File: src/hdl/bdph_pkg.sv
// Shared types, codes and constants for the push-button debouncer.
package bdph_pkg;

  // Debounce window geometry.
  localparam int WIN_LEN    = 5;
  localparam int HIGH_VOTES = 4;
  localparam int CNT_W      = $clog2(WIN_LEN + 1);

  // Configuration port geometry.
  localparam int CFG_AW = 4;
  localparam int CFG_DW = 32;

  // Register byte addresses.
  localparam logic [CFG_AW-1:0] ADDR_ACCEL_MAX  = 4'd0;
  localparam logic [CFG_AW-1:0] ADDR_ACCEL_MIN  = 4'd4;
  localparam logic [CFG_AW-1:0] ADDR_ACCEL_STEP = 4'd8;

  // Register reset values.
  localparam logic [7:0] ACCEL_MAX_RST  = 8'd100;
  localparam logic [7:0] ACCEL_MIN_RST  = 8'd20;
  localparam logic [7:0] ACCEL_STEP_RST = 8'd10;

  // Timer constants.
  localparam logic [7:0] TIMER_CAP     = 8'd254;
  localparam logic [7:0] TIMER_ONCE    = 8'd255;
  localparam logic [7:0] SHORT_LIMIT   = 8'd10;
  localparam logic [7:0] REPEAT_RELOAD = 8'd10;
  localparam logic [8:0] INTERVAL_MAX  = 9'd511;

  // Item modes.
  localparam logic [2:0] MODE_TICK  = 3'd0;
  localparam logic [2:0] MODE_CHECK = 3'd1;
  localparam logic [2:0] MODE_PRESS = 3'd2;
  localparam logic [2:0] MODE_HOLD  = 3'd3;
  localparam logic [2:0] MODE_ACCEL = 3'd4;

  // Level and event codes.
  localparam logic [1:0] LEVEL_NONE = 2'd0;
  localparam logic [1:0] LEVEL_LOW  = 2'd1;
  localparam logic [1:0] LEVEL_HIGH = 2'd2;

  // Configuration values handed to the datapath.
  typedef struct packed {
    logic [7:0] accel_max;
    logic [7:0] accel_min;
    logic [7:0] accel_step;
  } cfg_t;

endpackage

File: src/hdl/bdph_in_if.sv
// Input channel: one sample tick or query per transaction.
interface bdph_in_if;
  logic       valid;
  logic       ready;
  logic [2:0] mode;
  logic       raw_sample;
  logic [1:0] query_event;
  logic       clear_flag;
  logic [7:0] hold_threshold;
  logic       once_flag;

  modport source (
    output valid, mode, raw_sample, query_event, clear_flag, hold_threshold, once_flag,
    input  ready
  );
  modport sink (
    input  valid, mode, raw_sample, query_event, clear_flag, hold_threshold, once_flag,
    output ready
  );
endinterface

File: src/hdl/bdph_out_if.sv
// Result channel: one answer per transaction.
interface bdph_out_if;
  logic       valid;
  logic       ready;
  logic       hit;
  logic [1:0] level;
  logic [7:0] hold_ticks;

  modport source (
    output valid, hit, level, hold_ticks,
    input  ready
  );
  modport sink (
    input  valid, hit, level, hold_ticks,
    output ready
  );
endinterface

File: src/hdl/bdph_regs.sv
// APB-style configuration register file for the auto-repeat settings.
module bdph_regs
  import bdph_pkg::*;
(
  input  logic              clk,
  input  logic              rst_n,
  input  logic              cfg_psel,
  input  logic              cfg_penable,
  input  logic              cfg_pwrite,
  input  logic [CFG_AW-1:0] cfg_paddr,
  input  logic [CFG_DW-1:0] cfg_pwdata,
  output logic [CFG_DW-1:0] cfg_prdata,
  output logic              cfg_pready,
  output cfg_t              cfg
);

  cfg_t cfg_r;
  logic wr_en;

  assign cfg_pready = 1'b1;
  assign wr_en      = cfg_psel && cfg_penable && cfg_pwrite;
  assign cfg        = cfg_r;

  // Register writes; addresses beyond the list are ignored.
  always_ff @(posedge clk) begin
    if (!rst_n) begin
      cfg_r.accel_max  <= ACCEL_MAX_RST;
      cfg_r.accel_min  <= ACCEL_MIN_RST;
      cfg_r.accel_step <= ACCEL_STEP_RST;
    end else if (wr_en) begin
      case (cfg_paddr)
        ADDR_ACCEL_MAX:  cfg_r.accel_max  <= cfg_pwdata[7:0];
        ADDR_ACCEL_MIN:  cfg_r.accel_min  <= cfg_pwdata[7:0];
        ADDR_ACCEL_STEP: cfg_r.accel_step <= cfg_pwdata[7:0];
        default: ;
      endcase
    end
  end

  // Read back.
  always_comb begin
    case (cfg_paddr)
      ADDR_ACCEL_MAX:  cfg_prdata = {{(CFG_DW-8){1'b0}}, cfg_r.accel_max};
      ADDR_ACCEL_MIN:  cfg_prdata = {{(CFG_DW-8){1'b0}}, cfg_r.accel_min};
      ADDR_ACCEL_STEP: cfg_prdata = {{(CFG_DW-8){1'b0}}, cfg_r.accel_step};
      default:         cfg_prdata = '0;
    endcase
  end

endmodule

File: src/hdl/button_debounce_press_hold.sv
// Push-button debouncer with event latch, hold timer and auto-repeat.
// The result of a transaction is registered and presented in the cycle after acceptance.
// Throughput: one transaction per cycle; the state update is a single registered pass
// and the result register frees whenever the sink takes its content.
// Reset (synchronous, active low): released level, window all ones, no pending event,
// hold timer 0, repeat interval and registers at their reset values.
module button_debounce_press_hold
  import bdph_pkg::*;
(
  input  logic              clk,
  input  logic              rst_n,
  bdph_in_if.sink           in_ch,
  bdph_out_if.source        out_ch,
  input  logic              cfg_psel,
  input  logic              cfg_penable,
  input  logic              cfg_pwrite,
  input  logic [CFG_AW-1:0] cfg_paddr,
  input  logic [CFG_DW-1:0] cfg_pwdata,
  output logic [CFG_DW-1:0] cfg_prdata,
  output logic              cfg_pready
);

  cfg_t cfg;

  bdph_regs u_regs (
    .clk         (clk),
    .rst_n       (rst_n),
    .cfg_psel    (cfg_psel),
    .cfg_penable (cfg_penable),
    .cfg_pwrite  (cfg_pwrite),
    .cfg_paddr   (cfg_paddr),
    .cfg_pwdata  (cfg_pwdata),
    .cfg_prdata  (cfg_prdata),
    .cfg_pready  (cfg_pready),
    .cfg         (cfg)
  );

  // Debouncer state.
  logic [WIN_LEN-1:0] window_r,   window_nxt;
  logic [CNT_W-1:0]   ones_r,     ones_nxt;
  logic [1:0]         level_r,    level_nxt;
  logic [1:0]         pend_r,     pend_nxt;
  logic [7:0]         timer_r,    timer_nxt;
  logic [8:0]         interval_r, interval_nxt;
  logic               hit_nxt;

  // Result register.
  logic       out_valid_r;
  logic       out_hit_r;
  logic [1:0] out_level_r;
  logic [7:0] out_ticks_r;

  logic       accept;
  logic [1:0] new_level;
  logic [8:0] floor_sum;
  logic [8:0] grown;

  assign in_ch.ready = !out_valid_r || out_ch.ready;
  assign accept      = in_ch.valid && in_ch.ready;

  assign floor_sum = {1'b0, cfg.accel_min} + {1'b0, cfg.accel_step};
  assign grown     = {1'b0, cfg.accel_max} + {1'b0, REPEAT_RELOAD} + 9'd1;

  // Sliding-window vote for a sample tick.
  always_comb begin
    window_nxt = {window_r[WIN_LEN-2:0], in_ch.raw_sample};
    ones_nxt   = ones_r - CNT_W'(window_r[WIN_LEN-1]) + CNT_W'(in_ch.raw_sample);
    new_level  = (32'(ones_nxt) >= HIGH_VOTES) ? LEVEL_HIGH : LEVEL_LOW;
  end

  // Per-transaction state update.
  always_comb begin
    level_nxt    = level_r;
    pend_nxt     = pend_r;
    timer_nxt    = timer_r;
    interval_nxt = interval_r;
    hit_nxt      = 1'b0;
    case (in_ch.mode)
      MODE_TICK: begin
        if (new_level != level_r) begin
          level_nxt = new_level;
          pend_nxt  = new_level;
          if (new_level == LEVEL_LOW) timer_nxt = '0;
        end else if (new_level == LEVEL_LOW && timer_r < TIMER_CAP) begin
          timer_nxt = timer_r + 8'd1;
        end
      end
      MODE_CHECK: begin
        if (pend_r == in_ch.query_event) begin
          if (in_ch.clear_flag) pend_nxt = LEVEL_NONE;
          hit_nxt = 1'b1;
        end
      end
      MODE_PRESS: begin
        if (pend_r == LEVEL_HIGH && timer_r < SHORT_LIMIT) begin
          pend_nxt = LEVEL_NONE;
          hit_nxt  = 1'b1;
        end
      end
      MODE_HOLD: begin
        if (pend_r == LEVEL_LOW && timer_r > in_ch.hold_threshold && timer_r != TIMER_ONCE) begin
          timer_nxt = in_ch.once_flag ? TIMER_ONCE : REPEAT_RELOAD;
          hit_nxt   = 1'b1;
        end
      end
      MODE_ACCEL: begin
        if (pend_r == LEVEL_HIGH) begin
          interval_nxt = {1'b0, cfg.accel_max};
        end else if ({1'b0, timer_r} > interval_r) begin
          if (interval_r == {1'b0, cfg.accel_max}) begin
            interval_nxt = (grown > INTERVAL_MAX) ? INTERVAL_MAX : grown;
          end else if (interval_r > floor_sum) begin
            interval_nxt = interval_r - {1'b0, cfg.accel_step};
          end
          timer_nxt = REPEAT_RELOAD;
          hit_nxt   = 1'b1;
        end
      end
      default: ;
    endcase
  end

  // State registers.
  always_ff @(posedge clk) begin
    if (!rst_n) begin
      window_r   <= '1;
      ones_r     <= CNT_W'(WIN_LEN);
      level_r    <= LEVEL_HIGH;
      pend_r     <= LEVEL_NONE;
      timer_r    <= '0;
      interval_r <= {1'b0, ACCEL_MAX_RST};
    end else if (accept) begin
      if (in_ch.mode == MODE_TICK) begin
        window_r <= window_nxt;
        ones_r   <= ones_nxt;
      end
      level_r    <= level_nxt;
      pend_r     <= pend_nxt;
      timer_r    <= timer_nxt;
      interval_r <= interval_nxt;
    end
  end

  // Result register valid flag.
  always_ff @(posedge clk) begin
    if (!rst_n) begin
      out_valid_r <= 1'b0;
    end else if (accept) begin
      out_valid_r <= 1'b1;
    end else if (out_ch.ready) begin
      out_valid_r <= 1'b0;
    end
  end

  // Result payload, taken after the update.
  always_ff @(posedge clk) begin
    if (accept) begin
      out_hit_r   <= hit_nxt;
      out_level_r <= level_nxt;
      out_ticks_r <= timer_nxt;
    end
  end

  assign out_ch.valid      = out_valid_r;
  assign out_ch.hit        = out_hit_r;
  assign out_ch.level      = out_level_r;
  assign out_ch.hold_ticks = out_ticks_r;

endmodule

File: src/flat_wrapper.sv
// flat-port wrapper written by rule: the top's interface ports become plain ports
module button_debounce_press_hold_flat import bdph_pkg::*;
  (clk, rst_n, cfg_psel, cfg_penable, cfg_pwrite, cfg_paddr, cfg_pwdata, cfg_prdata, cfg_pready, in_ch_valid, in_ch_mode, in_ch_raw_sample, in_ch_query_event, in_ch_clear_flag, in_ch_hold_threshold, in_ch_once_flag, in_ch_ready, out_ch_valid, out_ch_hit, out_ch_level, out_ch_hold_ticks, out_ch_ready);
  bdph_in_if in_ch_i ();
  bdph_out_if out_ch_i ();
  input  logic clk;
  input  logic rst_n;
  input  logic cfg_psel;
  input  logic cfg_penable;
  input  logic cfg_pwrite;
  input  logic [CFG_AW-1:0] cfg_paddr;
  input  logic [CFG_DW-1:0] cfg_pwdata;
  output logic [CFG_DW-1:0] cfg_prdata;
  output logic cfg_pready;
  input wire logic [$bits(in_ch_i.valid)-1:0] in_ch_valid;
  input wire logic [$bits(in_ch_i.mode)-1:0] in_ch_mode;
  input wire logic [$bits(in_ch_i.raw_sample)-1:0] in_ch_raw_sample;
  input wire logic [$bits(in_ch_i.query_event)-1:0] in_ch_query_event;
  input wire logic [$bits(in_ch_i.clear_flag)-1:0] in_ch_clear_flag;
  input wire logic [$bits(in_ch_i.hold_threshold)-1:0] in_ch_hold_threshold;
  input wire logic [$bits(in_ch_i.once_flag)-1:0] in_ch_once_flag;
  output wire logic [$bits(in_ch_i.ready)-1:0] in_ch_ready;
  output wire logic [$bits(out_ch_i.valid)-1:0] out_ch_valid;
  output wire logic [$bits(out_ch_i.hit)-1:0] out_ch_hit;
  output wire logic [$bits(out_ch_i.level)-1:0] out_ch_level;
  output wire logic [$bits(out_ch_i.hold_ticks)-1:0] out_ch_hold_ticks;
  input wire logic [$bits(out_ch_i.ready)-1:0] out_ch_ready;
  assign in_ch_i.valid = in_ch_valid;
  assign in_ch_i.mode = in_ch_mode;
  assign in_ch_i.raw_sample = in_ch_raw_sample;
  assign in_ch_i.query_event = in_ch_query_event;
  assign in_ch_i.clear_flag = in_ch_clear_flag;
  assign in_ch_i.hold_threshold = in_ch_hold_threshold;
  assign in_ch_i.once_flag = in_ch_once_flag;
  assign in_ch_ready = in_ch_i.ready;
  assign out_ch_valid = out_ch_i.valid;
  assign out_ch_hit = out_ch_i.hit;
  assign out_ch_level = out_ch_i.level;
  assign out_ch_hold_ticks = out_ch_i.hold_ticks;
  assign out_ch_i.ready = out_ch_ready;
  button_debounce_press_hold u_core (.clk(clk), .rst_n(rst_n), .in_ch(in_ch_i), .out_ch(out_ch_i), .cfg_psel(cfg_psel), .cfg_penable(cfg_penable), .cfg_pwrite(cfg_pwrite), .cfg_paddr(cfg_paddr), .cfg_pwdata(cfg_pwdata), .cfg_prdata(cfg_prdata), .cfg_pready(cfg_pready));
endmodule
File: config.mk
export PLATFORM = sky130hd
export DESIGN_NAME = button_debounce_press_hold_flat
export DESIGN_NICKNAME = d
export VERILOG_FILES = /design/src/hdl/bdph_pkg.sv /design/src/hdl/bdph_in_if.sv /design/src/hdl/bdph_out_if.sv /design/src/hdl/bdph_regs.sv /design/src/hdl/button_debounce_press_hold.sv /design/src/flat_wrapper.sv
export SDC_FILE = /design/constraint.sdc
export NUM_CORES = 1
export LEC_CHECK = 0
export BUFFER_PORTS_ARGS = -buffer_cell sky130_fd_sc_hd__buf_2
export CAP_MARGIN = 20
export CORE_AREA = 2 2 96 98
export DETAILED_ROUTE_END_ITERATION = 8
export DIE_AREA = 0 0 98 100
export PLACE_DENSITY_LB_ADDON = 0.1
export SETUP_SLACK_MARGIN = 0.1
export SLEW_MARGIN = 20
export SYNTH_ARGS = -nofsm -noshare
export SYNTH_HDL_FRONTEND = slang
export SYNTH_SLANG_ARGS = --single-unit
File: constraint.sdc
create_clock -name clk -period 6.26 [get_ports clk]
set_clock_uncertainty 0.1 [all_clocks]
set_input_delay 0 -clock clk [delete_from_list [all_inputs] [get_ports clk]]
set_output_delay 0 -clock clk [all_outputs]
set_load 0.03 [all_outputs]
==> results.sh, run 1 <==
export IMPL_grt_pass1_wl_um=20900
export IMPL_synth_edf_count=11
export IMPL_htree_num_levels=3
export IMPL_overflow=0
export IMPL_cellLeakagePower_nw=2.55
export IMPL_fillers=769
export IMPL_crit_chain="ha_1 -> inv_1 -> fa_1 -> inv_1 -> a21oi_1 -> o21ai_0 -> a21o_1 -> a21o_1 -> a21o_1 -> a21oi_1 -> ha_1 -> a211oi_1 -> o21ai_0 -> o21ai_1 -> a2111o_1 -> o21ai_2 -> a221oi_1"
export IMPL_root_buffer="clkbuf_8"
export IMPL_met2_usage=0.427
export IMPL_setup_tns_ps=0
export IMPL_clk_pin_slew_ps=80
export IMPL_crit_fanout=9
export IMPL_remaining_drc_errors=0
export IMPL_clk_latency_ps=360
export IMPL_drive_gt1_frac=0.146
export IMPL_post_route_period_util=0.619
export IMPL_status="finished clean"
export IMPL_setup_viol=0
export IMPL_instances_no_fill=782
export IMPL_antenna_found_initial=0
export IMPL_synth_warnings=0
export IMPL_max_vdd_ir_drop_v=0.000132
export IMPL_grt_max_degree=30
export IMPL_final_hold_viol_count=0
export IMPL_nNetsFinal=774
export IMPL_power_density_nw_per_um2=172
export IMPL_syn_area_per_cell_um2=8.39
export IMPL_synth_area_um2=5090
export IMPL_syn_inst=607
export IMPL_dr_pass1_iters=7
export IMPL_tightest_slew_ps=999
export IMPL_cp_end_kind="flop"
export IMPL_hold_path_class="in2reg"
export IMPL_die_w_um=98
export IMPL_max_cap_violations=0
export IMPL_clock_sinks=65
export IMPL_row_count=35
export IMPL_synth_seq_area_share=0.277
export IMPL_post_place_cells=753
export IMPL_io_pins=105
export IMPL_die_height_um=100
export IMPL_critPathTopFamily="compound AO/OA/AOI/OAI gates"
export IMPL_routed_wirelength_um=12500
export IMPL_drt_initial_drc_count=379
export IMPL_clock_path_buffers=2
export IMPL_initial_core_util=0.573
export IMPL_worst_ep_arrival_time_ps=4030
export IMPL_cp_common_cell="a21o_1"
export IMPL_critPathSlowestCell="dfxtp_1"
export IMPL_busiest_layer="met2"
export IMPL_die_area_um2=9800
export IMPL_final_max_slew_violation_count=0
export IMPL_drtAntennaViolNets=0
export IMPL_port_buffers=55
export IMPL_crit_path_start_kind="flop"
export IMPL_vias=4626
export IMPL_finalPower_mw=0.969
export IMPL_period_needed_ps=3870
export IMPL_cts_buffers=9
export IMPL_area_growth_pct=10.6
export IMPL_met3_usage=0.0564
export IMPL_rsz0062_at_grt="false"
export IMPL_dp_hpwl_um=9120
export IMPL_worst_setup_path_type="reg2reg"
export IMPL_crit_buf_inv=2
export IMPL_ys_flop_type="dfxtp_1"
export IMPL_fmax_ghz=0.258
export IMPL_cts_tree="built"
export IMPL_gp_congestion=0.910
export IMPL_synth_seq_cells=65
export IMPL_viasPerCell=5.92
export IMPL_core_um2=8890
export IMPL_grt_pass1_vias=4530
export IMPL_diodes=0
export IMPL_grtUsageMet1=0.343
export IMPL_slew_headroom=0.328
export IMPL_crit_required_ps=6420
export IMPL_synth_cell_type_count=77
export IMPL_slowest_delay_ps=410
export IMPL_async_flop_share=0
export IMPL_grt_usage=0.262
export IMPL_wire_per_inst_um=15.9
-- worst paths after layout --
check	start	endpoint	slack, ps	cells after the start
min reg2reg	u_core.window_r[3]$_SDFFE_PN1P_	u_core.window_r[3]$_SDFFE_PN1P_	370	2
max	u_core.u_regs.cfg[0]$_SDFFE_PN0P_	u_core.interval_r[1]$_SDFFE_PN0P_	2390	17
min	rst_n	u_core.u_regs.cfg[12]$_SDFFE_PN1P_	30	2
max reg2reg	u_core.u_regs.cfg[0]$_SDFFE_PN0P_	u_core.interval_r[1]$_SDFFE_PN0P_	2390	17
-- what timing repair did --
| action | 4_1_cts | 5_1_grt |
|---|---|---|
| hold buffers | 13 | 0 |
| resized for setup | 0 | 0 |
| hold endpoints to repair | 31 | 0 |
| buffers inserted | 0 | 0 |
-- power breakdown --
group	total, mW	switching, mW	internal, mW
clock	0.376	0.180	0.196
sequential	0.442	0.00836	0.434
combinational	0.151	0.101	0.0503
total	0.969	0.289	0.680
-- through the flow --
stage	worst slack, ps	hold slack, ps	util	instance area (um^2)
after floorplan	2830	24.0	-	5180
after global placement	2460	141	0.596	5300
after detailed placement	2440	145	0.596	5300
after CTS	2400	7.64	0.633	5630
after global routing	1960	36.8	0.633	5630
final	2390	33.4	0.633	5630
-- layout by cell type (no fill, tap or decap), types with 4 or more instances in the layout --
master / n
nor2_1: 49
nand4_1: 11
a31oi_1: 8
xnor2_1: 8
dlygate4sd3_1: 13
a21oi_1: 37
a222oi_1: 8
nor2b_1: 9
xor2_1: 12
o211ai_1: 9
ha_1: 46
o21a_1: 5
conb_1: 25
a21o_1: 17
mux2i_1: 19
and4_1: 4
inv_1: 49
or3_1: 5
and3_1: 6
o21ai_1: 6
clkbuf_8: 10
edfxtp_1: 11
dfxtp_1: 54
buf_2: 55
o21ai_0: 32
nor3_1: 12
nand3_1: 19
nand2_1: 56
-- layer usage --
layer | up-vias | part of all wire
met5 | - | 0
met4 | 0 | 0.014
met3 | 17 | 0.071
met2 | 180 | 0.47
met1 | 2162 | 0.45
li1 | 2267 | -
-- state kept, by name, indices dropped and copies added, names as in the netlist --
register and flops:
u_core.u_regs.cfg 24, u_core.interval_r 9, u_core.out_ch.hold_ticks 8, u_core.timer_r 8, u_core.window_r 5, u_core.ones_r 3
u_core.level_r 2, u_core.out_ch.level 2, u_core.pend_r 2, u_core.out_ch.hit 1, u_core.out_ch.valid 1
-- kinds of logic (layout without fill, tap and decap cells) --
kind of cell	after synthesis	in the layout	synth area share
compound gates	161	161	0.225
xor+xnor	22	22	0.0440
fa+ha+maj	49	49	0.125
buf+inv	94	135	0.0953
flops	65	65	0.277
mux	19	19	0.0373
other cells	2	25	0.00147
simple gates	195	195	0.195
-- cell usage after synthesis (3+ instances only) --
cell type   n  area, um^2
nand2_1    56         210
dfxtp_1    54        1080
inv_1      49         184
nor2_1     49         184
ha_1       46         576
a21oi_1    37         185
o21ai_0    32         160
buf_4      27         203
mux2i_1    19         190
nand3_1    19        95.1
a21o_1     17         128
nor3_1     12        60.1
xor2_1     12         105
edfxtp_1   11         330
nand4_1    11        68.8
nor2b_1     9        56.3
o211ai_1    9        67.6
a222oi_1    8        80.1
a31oi_1     8        50.1
xnor2_1     8        70.1
buf_2       7        35.0
and3_1      6        37.5
o21ai_1     6        30.0
clkbuf_1    5        18.8
o21a_1      5        37.5
or3_1       5        31.3
and4_1      4        35.0
a211oi_1    3        22.5
a221oi_1    3        26.3
buf_6       3        33.8
fa_1        3        60.1
nand2b_1    3        18.8
o31a_1      3        26.3
o31ai_1     3        22.5
or2_2       3        18.8
-- cell type report --
class                           instances  area, um^2  share of cell area
Clock buffer                           10         138              0.0244
Sequential cell                        65        1410               0.251
Inverter                               51         191              0.0340
Timing Repair Buffer                   68         405              0.0720
Tap cell                              111         139              0.0247
Clock inverter                          6        63.8              0.0113
Multi-Input combinational cell        471        3280               0.583
-- worst register-to-register path, delay by kind of cell (launching register included) --
family	cells	cell delay (ps)
buffers and inverters	2	120
adders and majority gates	3	890
DFF	1	410
AOI/OAI and AO/OA	12	2250
(Power assumes the default switching activity.)
==> inputs of run 2 (changes only) <==
- CORE_AREA: 2 2 96 98 -> 2 2 103 105
- DIE_AREA: 0 0 98 100 -> 0 0 105 107
- clock period: 6.26 -> 3.15 ns (I/O delays scaled with it)
==> run 2 against run 1 <==
The flow now finishes with violations (setup timing). Largest power group unchanged. Global-route usage down 2.7 points. Design area up 7.1%. Non-clock buffer count up 32. Critical path depth up 3. Die area up 15%.
==> results.sh, run 2 (synthesis gave the netlist of run 1 again) <==
export IMPL_status="finished, violations left"
export IMPL_violations="setup timing"
export IMPL_vias=4766
export IMPL_r2r_cells=20
export IMPL_fillers=932
export IMPL_slew_headroom=0.325
export IMPL_crit_chain="ha_4 -> inv_2 -> fa_2 -> inv_2 -> a21oi_2 -> o21ai_2 -> a21o_1 -> a21o_1 -> a21o_1 -> a21oi_2 -> ha_4 -> nand4_1 -> nor2_1 -> a21oi_2 -> o21ai_2 -> buf_4 -> a2111oi_4 -> buf_4 -> o21ai_1 -> a221oi_2"
export IMPL_worst_ep_arrival_time_ps=3570
export IMPL_clock_sinks=65
export IMPL_setup_viol=9
export IMPL_remaining_drc_errors=0
export IMPL_grt_pass1_vias=4313
export IMPL_routed_wirelength_um=13300
export IMPL_die_height_um=107
export IMPL_grt_usage=0.235
export IMPL_dp_hpwl_um=9840
export IMPL_overflow=0
export IMPL_nNetsFinal=807
export IMPL_slowest_delay_ps=340
export IMPL_die_w_um=105
export IMPL_fmax_ghz=0.295
export IMPL_initial_core_util=0.505
export IMPL_largest_reg_flops=24
export IMPL_r2r_slack_ps=-240
export IMPL_rsz0062_at_grt="true"
export IMPL_most_common_layout_cells="56 x nand2_1, 55 x buf_2, 51 x dfxtp_1"
export IMPL_antenna_found_initial=0
export IMPL_port_buffers=55
export IMPL_area_growth_pct=18.4
export IMPL_hold_path_class="in2reg"
export IMPL_max_vdd_ir_drop_v=0.000172
export IMPL_worst_setup_path_type="reg2reg"
export IMPL_period_needed_ps=3390
export IMPL_layout_setup_ws_ps=-237
export IMPL_cellLeakagePower_nw=2.72
export IMPL_grt_max_degree=30
export IMPL_clk_pin_slew_ps=80
export IMPL_dpl_instance_area_um2=5550
export IMPL_critPathSlowestCell="dfxtp_2"
export IMPL_r2r_end="u_core.interval_r[8]$_SDFFE_PN0P_"
export IMPL_htree_num_levels=3
export IMPL_dr_pass1_iters=7
export IMPL_die_area_um2=11200
export IMPL_crit_fanout=4
export IMPL_io_pins=105
export IMPL_root_buffer="clkbuf_8"
export IMPL_grt_pass1_wl_um=20900
export IMPL_core_um2=10100
export IMPL_final_area_um2=6030
export IMPL_crit_required_ps=3330
export IMPL_wire_per_inst_um=15.8
export IMPL_timing_rr_start="u_core.u_regs.cfg[8]$_SDFFE_PN0P_"
export IMPL_worstHoldStart="rst_n"
export IMPL_final_common_cell="nand2_1"
export IMPL_cp_end_kind="flop"
export IMPL_power_density_nw_per_um2=332
export IMPL_clk_latency_ps=360
export IMPL_drt_initial_drc_count=337
export IMPL_tightest_slew_ps=1000
export IMPL_crit_path_start_kind="flop"
export IMPL_diodes=0
export IMPL_viasPerCell=5.67
export IMPL_cts_buffers=9
export IMPL_final_hold_viol_count=0
export IMPL_drtAntennaViolNets=0
export IMPL_hold_end="u_core.u_regs.cfg[22]$_SDFFE_PN1P_"
export IMPL_setup_tns_ps=-1770
export IMPL_max_cap_violations=0
export IMPL_drive_gt1_frac=0.210
export IMPL_clock_path_buffers=2
export IMPL_cts_tree="built"
export IMPL_final_max_slew_violation_count=0
export IMPL_whs_path_depth=2
export IMPL_gp_congestion=0.928
export IMPL_post_route_period_util=1.08
export IMPL_row_count=37
-- run 2: changes by cell type in the layout (fill, tap and decap cells not counted), moves of 3 or more --
cell,previous run,this run
a21oi_1,37,33
a21oi_2,0,4
a221oi_1,3,0
a221oi_2,0,3
buf_4,0,29
dfxtp_1,54,51
dfxtp_2,0,3
-- run 2: how the worst max path moves through the flow --
stage	startpoint	to	slack (ps)	cells after the start
3_5_place_dp	u_core.u_regs.cfg[8]$_SDFFE_PN0P_	u_core.interval_r[4]$_SDFFE_PN0P_	-240	17
3_3_place_gp	u_core.u_regs.cfg[8]$_SDFFE_PN0P_	u_core.interval_r[2]$_SDFFE_PN1P_	-150	17
2_1_floorplan	u_core.u_regs.cfg[0]$_SDFFE_PN0P_	u_core.interval_r[2]$_SDFFE_PN1P_	-20	18
5_1_grt	u_core.u_regs.cfg[8]$_SDFFE_PN0P_	u_core.interval_r[8]$_SDFFE_PN0P_	-430	20
4_1_cts	u_core.u_regs.cfg[8]$_SDFFE_PN0P_	u_core.interval_r[7]$_SDFFE_PN0P_	-240	18
6_report	u_core.u_regs.cfg[8]$_SDFFE_PN0P_	u_core.interval_r[8]$_SDFFE_PN0P_	-240	20
-- run 2: cell type report --
type,instances,area [um^2],share of cell area
clock buffer,9,124,0.0205
inverter,51,191,0.0318
timing repair buffer,100,654,0.109
multi-input combinational,472,3380,0.561
tap,136,170,0.0282
sequential,65,1420,0.235
clock inverter,7,93.8,0.0156
-- run 2: worst max-delay path: cells and delay by family, from the launching register on --
family	cells	cell delay (ps)
AOI/OAI and AO/OA	11	1740
adders and majority gates	3	580
buffers and inverters	4	420
DFF	1	340
and+or+nand+nor	2	120
-- run 2: where the power goes --
| part | switching [mW] | internal (mW) |
|---|---|---|
| clock | 0.365 | 0.445 |
| combinational | 0.205 | 0.108 |
| sequential | 0.0147 | 0.862 |
-- run 2: per-layer routing --
metal | part of all wire | track usage | vias to the layer above | wire length, um
met4 | 0.017 | 0.0810 | 0 | 223
met5 | 0 | 0 | - | 0
met3 | 0.053 | 0.0468 | 22 | 701
met1 | 0.46 | 0.318 | 2250 | 6190
li1 | - | - | 2335 | -
met2 | 0.47 | 0.376 | 159 | 6200
-- run 2: metrics by stage --
| stage | total power, mW | worst slack (ps) | util | hold slack (ps) | std cells |
|---|---|---|---|---|---|
| after floorplan | 1.13 | -17.3 | - | 24.0 | 630 |
| after global placement | 1.18 | -147 | 0.550 | 139 | 803 |
| after detailed placement | 1.19 | -243 | 0.550 | 148 | 803 |
| after CTS | 2.01 | -237 | 0.590 | 3.96 | 836 |
| after global routing | 2.08 | -429 | 0.597 | 28.9 | 840 |
| final | 2.00 | -237 | 0.597 | 30.6 | 840 |
-- run 2: what timing repair did --
action / CTS / global route
setup endpoints to repair: 9 / 10
hold buffers: 15 / 0
endpoints found under the hold margin: 32 / 0
resized for setup: 5 / 8
cloned: 1 / 0
pin swaps: 8 / 5
setup buffers: 1 / 4
==> inputs of run 3 (changes only) <==
- CORE_AREA: 2 2 103 105 -> 2 2 104 106
- CTS_CLUSTER_SIZE: not set -> 40
- DIE_AREA: 0 0 105 107 -> 0 0 106 108
==> run 3 against run 2 <==
The run still ends with setup timing left. Register-to-register slack is essentially flat. Total power shrank 7.2%. Global-route usage shrank 0.11 points. Critical path type unchanged. Largest cell class unchanged. Largest power group unchanged. Highest routed layer unchanged.
==> results.sh, run 3 (synthesis gave the netlist of run 1 again) <==
export IMPL_status="finished, violations left"
export IMPL_violations="setup timing"
export IMPL_final_hold_viol_count=0
export IMPL_whs_path_depth=2
export IMPL_period_needed_ps=3390
export IMPL_overflow=0
export IMPL_worstHoldStart="rst_n"
export IMPL_clk_latency_ps=360
export IMPL_post_place_cells=803
export IMPL_power_density_nw_per_um2=310
export IMPL_r2r_slack_ps=-240
export IMPL_io_pins=105
export IMPL_die_height_um=108
export IMPL_core_um2=10200
export IMPL_cellLeakagePower_nw=2.70
export IMPL_worst_setup_path_type="reg2reg"
export IMPL_finalPower_mw=1.86
export IMPL_cts_buffers=9
export IMPL_crit_start="u_core.u_regs.cfg[0]$_SDFFE_PN0P_"
export IMPL_instances_no_fill=839
export IMPL_crit_buf_inv=5
export IMPL_max_vdd_ir_drop_v=0.000310
export IMPL_drtAntennaViolNets=0
export IMPL_wire_per_inst_um=16.0
export IMPL_critPathTopFamily="compound AO/OA/AOI/OAI gates"
export IMPL_final_area_um2=5990
export IMPL_grt_usage=0.234
export IMPL_dr_pass1_iters=5
export IMPL_vias=4775
export IMPL_area_growth_pct=17.6
export IMPL_clk_pin_slew_ps=80
export IMPL_max_cap_violations=0
export IMPL_remaining_drc_errors=0
export IMPL_dp_hpwl_um=9920
export IMPL_crit_path_start_kind="flop"
export IMPL_pre_cts_ws_ps=-225
export IMPL_layout_setup_ws_ps=-239
export IMPL_r2r_end="u_core.interval_r[4]$_SDFFE_PN0P_"
export IMPL_crit_fanout=3
export IMPL_fillers=968
export IMPL_rsz0062_at_grt="true"
export IMPL_drive_gt1_frac=0.216
export IMPL_htree_num_levels=3
export IMPL_nNetsFinal=806
export IMPL_cp_common_cell="buf_6"
export IMPL_post_route_period_util=1.08
export IMPL_r2r_cells=19
export IMPL_gp_congestion=0.890
export IMPL_port_buffers=55
export IMPL_hold_path_class="in2reg"
export IMPL_setup_viol=9
export IMPL_worst_ep_arrival_time_ps=3560
export IMPL_tightest_slew_ps=772
export IMPL_cp_end_kind="flop"
export IMPL_die_w_um=106
export IMPL_initial_core_util=0.498
export IMPL_final_max_slew_violation_count=0
export IMPL_grt_pass1_vias=4361
export IMPL_clock_sinks=65
export IMPL_die_area_um2=11400
export IMPL_viasPerCell=5.69
export IMPL_crit_chain="ha_4 -> inv_2 -> fa_2 -> inv_2 -> a21oi_2 -> o21ai_2 -> a21o_1 -> a21o_1 -> buf_6 -> xnor2_2 -> ha_1 -> nand4_1 -> nor2_1 -> a21oi_2 -> o21ai_2 -> a2111o_1 -> buf_6 -> buf_6 -> a221oi_2"
export IMPL_grt_max_degree=30
export IMPL_dpl_instance_area_um2=5550
export IMPL_final_common_cell="nand2_1"
export IMPL_antenna_found_initial=0
export IMPL_hold_end="u_core.u_regs.cfg[12]$_SDFFE_PN1P_"
export IMPL_crit_required_ps=3320
export IMPL_postLayoutCoreUtil=0.585
export IMPL_drt_initial_drc_count=236
export IMPL_root_buffer="clkbuf_8"
export IMPL_critPathSlowestCell="a2111o_1"
export IMPL_grt_pass1_wl_um=21300
export IMPL_fmax_ghz=0.295
export IMPL_diodes=0
export IMPL_routed_wirelength_um=13400
export IMPL_largest_reg_flops=24
export IMPL_most_common_layout_cells="56 x nand2_1, 55 x buf_2, 51 x dfxtp_1"
export IMPL_row_count=37
export IMPL_slowest_delay_ps=440
export IMPL_clock_path_buffers=2
export IMPL_slew_headroom=0.485
export IMPL_timing_rr_start="u_core.u_regs.cfg[0]$_SDFFE_PN0P_"
export IMPL_cts_tree="built"
==> run 3: cell count changes in the layout (fill, tap and decap cells not counted), sizes merged <==
cell	before	now
dlygate4sd3	15	13
clkinvlp	2	3
clkinv	2	3
bufinv	2	0
buf	85	86
==> run 3: repair_timing <==
action	4_1_cts	5_1_grt
cloned	1	0
buffers inserted	2	4
hold endpoints to repair	32	0
pin swaps	2	15
gates resized for setup	0	18
endpoints found under the setup margin	9	10
hold buffers	13	0
==> run 3: layer usage <==
metal | vias up | global-route usage | share of wire
li1 | 2322 | - | -
met5 | - | 0 | 0
met2 | 180 | 0.375 | 0.47
met3 | 16 | 0.0380 | 0.068
met4 | 0 | 0.0742 | 0.015
met1 | 2257 | 0.325 | 0.45
==> run 3: how the worst max path moves through the flow <==
stage                     cells after the start                           endpoint
after floorplan                              18  u_core.interval_r[2]$_SDFFE_PN1P_
after global placement                       17  u_core.interval_r[2]$_SDFFE_PN1P_
after detailed placement                     17  u_core.interval_r[2]$_SDFFE_PN1P_
after global routing                         19  u_core.interval_r[7]$_SDFFE_PN0P_
final                                        19  u_core.interval_r[4]$_SDFFE_PN0P_
after CTS                                    17  u_core.interval_r[2]$_SDFFE_PN1P_
==> run 3: area by class of cell <==
| class | count | area [um^2] | share of cell area |
|---|---|---|---|
| clock buffer | 9 | 124 | 0.0207 |
| clock inverter | 7 | 46.3 | 0.00773 |
| inverter | 51 | 191 | 0.0320 |
| multi-input combinational | 472 | 3390 | 0.567 |
| sequential | 65 | 1420 | 0.236 |
| tap | 136 | 170 | 0.0284 |
| timing repair buffer | 99 | 649 | 0.108 |
==> run 3: report_power, final <==
| group | internal, mW | switching [mW] |
|---|---|---|
| clock network | 0.284 | 0.376 |
| logic | 0.111 | 0.210 |
| registers | 0.862 | 0.0127 |
==> run 3: through the flow <==
stage / TNS, ps / hold WS [ps]
after floorplan: -17.3 / 24.0
after global placement: -861 / 136
after detailed placement: -1520 / 148
after CTS: -1560 / 13.7
after global routing: -3610 / 35.5
final: -1650 / 32.2
==> run 3: worst register-to-register path, stage by stage (launching register included) <==
cell,delay [ps]
dfxtp_2,340
ha_4,160
inv_2,40
fa_2,190
inv_2,40
a21oi_2,110
o21ai_2,70
a21o_1,180
a21o_1,210
buf_6,130
xnor2_2,120
ha_1,310
nand4_1,100
nor2_1,70
a21oi_2,140
o21ai_2,100
a2111o_1,440
buf_6,160
buf_6,110
a221oi_2,180
